<file path="src/rtl/core/prl_pkg.sv">
package prl_pkg;

  localparam int NORM_SIZE = 256;
  localparam int EXT_SIZE  = 1024;
  localparam int NORM_AW   = $clog2(NORM_SIZE);
  localparam int EXT_AW    = $clog2(EXT_SIZE);

  localparam logic [15:0] UNTRACKED_OPCODE = 16'h00D0;
  localparam logic [31:0] SAT32            = 32'hFFFF_FFFF;

  localparam logic [2:0] V_UNTRACKED = 3'd0;
  localparam logic [2:0] V_FIRST     = 3'd1;
  localparam logic [2:0] V_PASS      = 3'd2;
  localparam logic [2:0] V_TOTAL     = 3'd3;
  localparam logic [2:0] V_OPLIMIT   = 3'd4;
  localparam logic [2:0] V_SOON      = 3'd5;
  localparam logic [2:0] V_BADOP     = 3'd6;

  localparam logic REG_WINDOW_LENGTH = 1'b0;
  localparam logic REG_TOTAL_LIMIT   = 1'b1;

  typedef struct packed {
    logic accept;
    logic rd_reg;
    logic exec;
    logic close;
    logic clr;
    logic clr_all;
  } cmd_t;

  typedef struct packed {
    logic close;
    logic out_busy;
    logic clr_done;
  } status_t;

endpackage

</file>
<file path="src/rtl/core/prl_ctrl.sv">
module prl_ctrl (
  input  logic             clk,
  input  logic             rst,
  input  logic             s_tvalid,
  output logic             s_tready,
  input  prl_pkg::status_t st,
  output prl_pkg::cmd_t    cmd
);

  typedef enum logic [4:0] {
    S_INIT = 5'b00001,
    S_IDLE = 5'b00010,
    S_EXE  = 5'b00100,
    S_CLR  = 5'b01000,
    S_RD   = 5'b10000
  } state_t;

  state_t state, state_next;

  always_ff @(posedge clk) begin
    if (rst) begin
      state <= S_INIT;
    end else begin
      state <= state_next;
    end
  end

  always_comb begin
    state_next = state;
    cmd        = '0;
    s_tready   = 1'b0;
    case (state)
      S_INIT: begin
        cmd.clr     = 1'b1;
        cmd.clr_all = 1'b1;
        if (st.clr_done) state_next = S_IDLE;
      end
      S_IDLE: begin
        s_tready   = 1'b1;
        cmd.accept = s_tvalid;
        if (s_tvalid) state_next = S_EXE;
      end
      S_EXE: begin
        if (st.close) begin
          cmd.close  = 1'b1;
          state_next = S_CLR;
        end else if (!st.out_busy) begin
          cmd.exec   = 1'b1;
          state_next = S_IDLE;
        end
      end
      S_CLR: begin
        cmd.clr = 1'b1;
        if (st.clr_done) state_next = S_RD;
      end
      S_RD: begin
        cmd.rd_reg = 1'b1;
        state_next = S_EXE;
      end
      default: begin
        state_next = S_INIT;
      end
    endcase
  end

endmodule

</file>
<file path="config.mk">
export PLATFORM = sky130hd
export DESIGN_NAME = prl_ctrl
export DESIGN_NICKNAME = d
export VERILOG_FILES = /design/src/rtl/core/prl_pkg.sv /design/src/rtl/core/prl_ctrl.sv
export SDC_FILE = /design/constraint.sdc
export NUM_CORES = 1
export LEC_CHECK = 0
export BUFFER_PORTS_ARGS = -buffer_cell sky130_fd_sc_hd__buf_2
export CAP_MARGIN = 20
export CORE_AREA = 2 2 39 41
export DETAILED_ROUTE_END_ITERATION = 8
export DIE_AREA = 0 0 41 43
export HOLD_SLACK_MARGIN = 0.06
export PLACE_DENSITY = 0.53
export RECOVER_POWER = 25
export SETUP_SLACK_MARGIN = 0.3
export SLEW_MARGIN = 5
export SYNTH_ARGS = -nofsm -noshare
export SYNTH_HDL_FRONTEND = slang
export SYNTH_SLANG_ARGS = --single-unit
export TNS_END_PERCENT = 1
</file>
<file path="constraint.sdc">
create_clock -name clk -period 2.3 [get_ports clk]
set_clock_uncertainty 0.05 [all_clocks]
set_input_delay 0.345 -clock clk [delete_from_list [all_inputs] [get_ports clk]]
set_output_delay 0.345 -clock clk [all_outputs]
set_load 0.005 [all_outputs]
</file>
==> results of run 1 <==
[worst register-to-register path: stages (launching register included)]
cell	delay, ns
dfxtp_1	0.35
or3_1	0.50
or4_4	0.54
o221ai_2	0.10
a221oi_2	0.10
[cell usage in the layout, fill, tap and decap left out]
master / netlist / layout
a211oi_2: 1 / 1
a21o_1: 1 / 1
a221o_1: 1 / 1
a221oi_2: 1 / 1
and2_1: 1 / 1
and3_1: 1 / 1
and4b_1: 1 / 1
buf_2: 1 / 12
clkbuf_1: 0 / 1
clkbuf_4: 0 / 3
dfxtp_1: 5 / 5
inv_1: 5 / 5
nand2b_1: 2 / 2
nand3_1: 1 / 1
nand3b_1: 3 / 3
nor2_1: 5 / 5
nor3_1: 2 / 2
nor4_1: 2 / 2
o211ai_1: 1 / 1
o21a_1: 1 / 1
o21ai_0: 1 / 1
o221ai_2: 1 / 1
o22a_1: 1 / 1
o22ai_1: 1 / 1
or3_1: 1 / 1
or4_4: 1 / 1
xor2_1: 2 / 2
[through the flow]
step / util, % / total power, mW / std cells
floorplan: - / 0.297 / 43
global placement: 31.3 / 0.363 / 70
detailed placement: 31.3 / 0.361 / 70
CTS: 33.2 / 0.466 / 74
global route: 33.2 / 0.506 / 74
finish: 33.2 / 0.462 / 74
[metal layers]
layer  routed length (um)  share of wire (%)
met5                    0                  0
met4                   27                3.3
met3                   41                5.1
met2                  330                 41
met1                  407                 50
[Yosys cell counts]
| cell | number |
|---|---|
| a221o_1 | 1 |
| nand3b_1 | 3 |
| nor4_1 | 2 |
| o21a_1 | 1 |
| or4_4 | 1 |
| nor3_1 | 2 |
| a211oi_2 | 1 |
| buf_2 | 1 |
| o22ai_1 | 1 |
| and4b_1 | 1 |
| nand2b_1 | 2 |
| xor2_1 | 2 |
| a21o_1 | 1 |
| and3_1 | 1 |
| inv_1 | 5 |
| nand3_1 | 1 |
| o21ai_0 | 1 |
| o221ai_2 | 1 |
| o22a_1 | 1 |
| nor2_1 | 5 |
| a221oi_2 | 1 |
| dfxtp_1 | 5 |
| or3_1 | 1 |
| o211ai_1 | 1 |
| and2_1 | 1 |
[where the power goes]
| part | total (mW) | internal (mW) | switching (mW) | leakage, nW |
|---|---|---|---|---|
| Sequential | 0.133 | 0.105 | 0.0274 | 0.0409 |
| Clock | 0.103 | 0.0656 | 0.0369 | 0.0150 |
| Combinational | 0.227 | 0.103 | 0.124 | 0.148 |
[path summary, 6_finish.rpt]
check             startpoint  endpoint  slack [ns]  depth (start not counted)
hold / removal           rst  state[1]        0.30                          2
setup / recovery    state[0]    cmd[3]        0.42                          3
hold reg to reg     state[3]  state[4]        0.50                          2
setup reg to reg    state[0]  state[1]        0.54                          4
[logic make-up after synthesis]
family                    after synthesis  share of synthesized area, %
DFF                                     5                          28.0
xor gates and xnor gates                2                          4.90
AOI/OAI and AO/OA                      10                          26.6
and+or+nand+nor                        20                          33.9
buffers and inverters                   6                          6.64
[layout make-up]
type	instances	area, um2
Fill cell	151	925
Multi-Input combinational cell	32	234
Sequential cell	5	100
Timing Repair Buffer	12	60.1
Clock buffer	4	26.3
Tap cell	16	20.0
Inverter	5	18.8
==> results.json, run 1 <==
{
  "status": "finished clean",
  "grt_pass1_wl_um": 1370,
  "slowest_stage": "or3_1",
  "slew_violations": 0,
  "path_delay_family": "simple AND/OR/NAND/NOR gates",
  "worst_ep_required_time_ns": 1.90,
  "ys_seq_elements": 5,
  "ctsHtreeMaxLevel": 1,
  "initial_core_util_pct": 25.9,
  "grt_usage_pct": 12.1,
  "nets": 65,
  "die_h_um": 43,
  "hold_viol": 0,
  "fin_crit_sh_pct": 81.7,
  "worst_slack_ns": 0.421,
  "finalSetupTns_ns": 0,
  "cts_max_path_buffers": 2,
  "regMostFlops": "state",
  "end_kind": "primary output",
  "top_regs": "state (5)",
  "dp_slack_ns": 0.543,
  "p_leak_nw": 0.204,
  "finalWirelength_um": 806,
  "fp-row-count": 14,
  "cpPeakStageDelay_ns": 0.50,
  "ys.warnings.count": 0,
  "finalCriticalPeriod_ns": 1.88,
  "synth.cell_area_um2": 358,
  "cts_tree": "done",
  "final_cell_area_um2": 459,
  "path_clk_slew_ns": 0.04,
  "via_per_inst": 4.82,
  "dr.pass1.iters": 4,
  "placed_area_um2": 433,
  "worstPathMaxFanout": 8,
  "cts-resized-gates": 0,
  "grt_antenna_before_repair": 0,
  "max_freq_ghz": 0.532,
  "cts_sinks": 5,
  "grt_overflow": 0,
  "routedWlPerCell_um": 10.9,
  "area_growth_pct": 28.3,
  "grt_use_met3_pct": 3.14,
  "worstSkewPairLatency_ns": 0.24,
  "critPathLaunchType": "flip-flop",
  "core_area_um2": 1380,
  "place.detailed.hpwl_um": 643,
  "io_pins": 13,
  "drive_gt1_share_pct": 32.8,
  "die_w_um": 41,
  "root_buffer": "clkbuf_4",
  "critical_path_class": "reg2out",
  "critPathArrivalTime_ns": 1.48,
  "ys_seq_area_share_pct": 28.0,
  "relSlewSlack_pct": 81.2,
  "worstMarginPinSlew_ns": 0.281,
  "p_per_area_nw_per_um2": 1010,
  "hold_slack_ns": 0.303,
  "yosysUniqueCellTypes": 25,
  "die_area_um2": 1760,
  "place.gp.congestion": 0.784,
  "synth_cells": 43,
  "largest_reg_flops": 5,
  "antenna_cells": 0,
  "avgSynthCellArea_um2": 8.32,
  "synth_nets": 49,
  "netlist.area_leader.share_pct": 28.0,
  "path_buf_inv": 1,
  "rsz0062_at_grt": "no",
  "postCtsSetupBuffers": 0,
  "ir_worst_vdd_mv": 0.246,
  "met1_usage_pct": 16.4,
  "yosys.area.top_type": "dfxtp_1",
  "cp_cell_sequence": "or3_1 > nor4_1 > buf_2",
  "hold_class": "in2reg",
  "drt_iter0_markers": 9,
  "ant_nets": 0,
  "synth.area.top_cells": "dfxtp_1, nand3b_1, inv_1",
  "first_global_vias": 298,
  "cap_violations": 0,
  "met2_usage_pct": 14.4,
  "port_buffers": 12,
  "final-setup-viol-count": 0,
  "grt_start_max_net_pins": 9,
  "vias": 357,
  "cts_buffers": 3,
  "postCtsHoldBufs": 0,
  "drc": 0,
  "top_usage_layer": "met1"
}
No activity file was read; power rests on OpenSTA's default activity.
==> run 2, diff against run 1 <==
--- a/config.mk
+++ b/config.mk
@@ -5,13 +5,14 @@
 export SDC_FILE = /design/constraint.sdc
 export NUM_CORES = 1
 export LEC_CHECK = 0
+export ABC_AREA = 1
 export BUFFER_PORTS_ARGS = -buffer_cell sky130_fd_sc_hd__buf_2
 export CAP_MARGIN = 20
 export CORE_AREA = 2 2 39 41
 export DETAILED_ROUTE_END_ITERATION = 8
 export DIE_AREA = 0 0 41 43
 export HOLD_SLACK_MARGIN = 0.06
-export PLACE_DENSITY = 0.53
+export PLACE_DENSITY = 0.54
 export RECOVER_POWER = 25
 export SETUP_SLACK_MARGIN = 0.3
 export SLEW_MARGIN = 5
==> constraint.sdc (replaced) <==
create_clock -name clk -period 1.8 [get_ports clk]
set_clock_uncertainty 0.05 [all_clocks]
set_input_delay 0.27 -clock clk [delete_from_list [all_inputs] [get_ports clk]]
set_output_delay 0.27 -clock clk [all_outputs]
set_load 0.005 [all_outputs]
==> results.json, run 2 <==
{
  "die_w_um": 41,
  "register_area_um2": 106,
  "end_kind": "primary output",
  "synth.cell_area_um2": 374,
  "hold_class": "in2reg",
  "worst_ep_required_time_ns": 1.48,
  "cts_sinks": 5,
  "die_h_um": 43,
  "p_leak_nw": 0.301,
  "dp.cells": 87,
  "p_int_mw": 0.380,
  "root_buffer": "clkbuf_4",
  "largest_reg_flops": 5,
  "nets": 85,
  "layout.cells.non_filler": 94,
  "multiInputGateArea_um2": 228,
  "fin_crit_sh_pct": 84.5,
  "cts_max_path_buffers": 2,
  "finalWirelength_um": 967,
  "initial_core_util_pct": 27.0,
  "final_common_cell": "inv_1",
  "power_frac_seq_pct": 27.9,
  "rsz0062_at_grt": "yes",
  "yosys.area.top_type": "dfxtp_1",
  "cts_buffers": 3,
  "top_regs": "state (5)",
  "synth_edf_count": 0,
  "grt_antenna_before_repair": 0,
  "swShare_pct": 44.7,
  "finalSetupTns_ns": 0,
  "port_buffers": 12,
  "yosysUniqueCellTypes": 13,
  "first_global_vias": 375,
  "worstSkewPairLatency_ns": 0.25,
  "final_cell_mix": "inv_1, buf_2, nor2_1, nand4_1, nand2_1",
  "drc": 0,
  "postCtsHoldBufs": 0,
  "clkPwrFrac_pct": 19.4,
  "critical_path_class": "reg2out",
  "ir_worst_vdd_mv": 0.549,
  "core_area_um2": 1380,
  "finalCriticalPeriod_ns": 1.52,
  "grt_pass1_wl_um": 1520,
  "die_area_um2": 1760,
  "place.gp.congestion": 0.812,
  "vias": 423,
  "avgSynthCellArea_um2": 6.34,
  "regMostFlops": "state",
  "async_reset_ff_share_pct": 0,
  "area_growth_pct": 39.8,
  "ys.flop_type": "dfxtp_1",
  "ys_seq_elements": 5,
  "ctsHtreeMaxLevel": 1,
  "critPathLaunchType": "flip-flop",
  "grt_start_max_net_pins": 8,
  "io_pins": 13,
  "fp-row-count": 14,
  "drive_gt1_share_pct": 48.7,
  "ys.warnings.count": 0,
  "cts_tree": "done",
  "synth_most_common_cell": "inv_1",
  "worstPathMaxFanout": 4,
  "fill_cells": 158,
  "max_freq_ghz": 0.658,
  "dr.pass1.iters": 4,
  "via_per_inst": 4.50,
  "grt_usage_pct": 13.2,
  "worstMarginPinSlew_ns": 0.231,
  "yosys-top-cells-count": "inv_1, nor2_1, nand2_1",
  "relSlewSlack_pct": 84.6,
  "cap_violations": 0,
  "drt_iter0_markers": 18,
  "netlist.area_leader.share_pct": 26.8,
  "path_clk_slew_ns": 0.04,
  "power_frac_comb_pct": 52.7,
  "power_switching_mw": 0.307,
  "antenna_cells": 0,
  "place.detailed.hpwl_um": 703,
  "synth_nets": 65,
  "synth_cells": 59,
  "routedWlPerCell_um": 10.3,
  "final-setup-viol-count": 0,
  "hold_viol": 0,
  "grt_overflow": 0,
  "critPathArrivalTime_ns": 1.20,
  "synth.area.top_cells": "dfxtp_1, inv_1, nor2_1",
  "status": "finished clean",
  "ant_nets": 0,
  "slew_violations": 0,
  "p_per_area_nw_per_um2": 1310,
  "ys_seq_area_share_pct": 26.8
}
## run 2: changes by cell type after synthesis, moves of 3 or more
cell | previous run | this run
inv_1 | 5 | 14
nand2_1 | 0 | 6
nand3_1 | 1 | 5
nand3_2 | 0 | 3
nand3b_1 | 3 | 0
nand4_1 | 0 | 5
nor2_1 | 5 | 9
nor2_2 | 0 | 4
## run 2: routing by layer
layer / part of all wire (%) / GRT usage [%]
met4: 1.4 / 8.00
met1: 46 / 17.2
met2: 47 / 18.8
met5: 0 / 0
met3: 5.1 / 3.14
## run 2: worst max-delay path: stages, from the launching register on
cell     delay, ns
dfxtp_1       0.44
inv_1         0.08
nor2_2        0.12
nand3_2       0.10
nor2_1        0.10
buf_2         0.12
## run 2: power by group through the flow
stage,combinational (mW),clock [mW],sequential (mW)
after global routing,0.419,0.146,0.197
after global placement,0.330,0,0.173
final,0.362,0.134,0.192
after CTS,0.338,0.137,0.181
after detailed placement,0.330,0,0.174
after floorplan,0.242,0,0.168
## run 2: worst paths after layout
| kind | start | to | slack (ns) | depth (start not counted) |
|---|---|---|---|---|
| hold reg to reg | state[1] | state[1] | 0.52 | 2 |
| setup reg to reg | state[1] | state[1] | 0.52 | 7 |
| setup / recovery | state[1] | cmd[5] | 0.28 | 5 |
| hold / removal | rst | state[3] | 0.15 | 2 |
## run 2: cells by family (layout without fill, tap and decap cells)
kind of cell           count (synthesis)  count (layout)  share of synthesized area [%]
DFF                                    5               5                           26.8
AOI/OAI and AO/OA                      2               2                           2.68
and+or+nand+nor                       36              36                           54.5
buffers and inverters                 16              35                           16.1
## run 2: layout make-up
class / instances / area share, %
Multi-Input combinational cell: 38 / 43.5
Sequential cell: 5 / 20.3
Timing Repair Buffer: 15 / 15.8
Inverter: 16 / 11.5
Clock buffer: 4 / 5.02
Tap cell: 16 / 3.83
## run 2: metrics by stage
stage	total power, mW	hold WS (ns)	utilization [%]	worst slack, ns	cell area, um2
2_1_floorplan	0.410	0.289	-	0.708	374
3_3_place_gp	0.502	0.419	32.8	0.527	454
3_5_place_dp	0.504	0.415	32.8	0.501	454
4_1_cts	0.656	0.156	35.2	0.281	487
5_1_grt	0.763	0.159	37.8	0.168	523
6_report	0.687	0.154	37.8	0.280	523
## run 2: what timing repair did
item | CTS | global route
buffers inserted | 0 | 3
pin swaps | 0 | 3
gates resized for setup | 2 | 10
setup endpoints to repair | 4 | 6
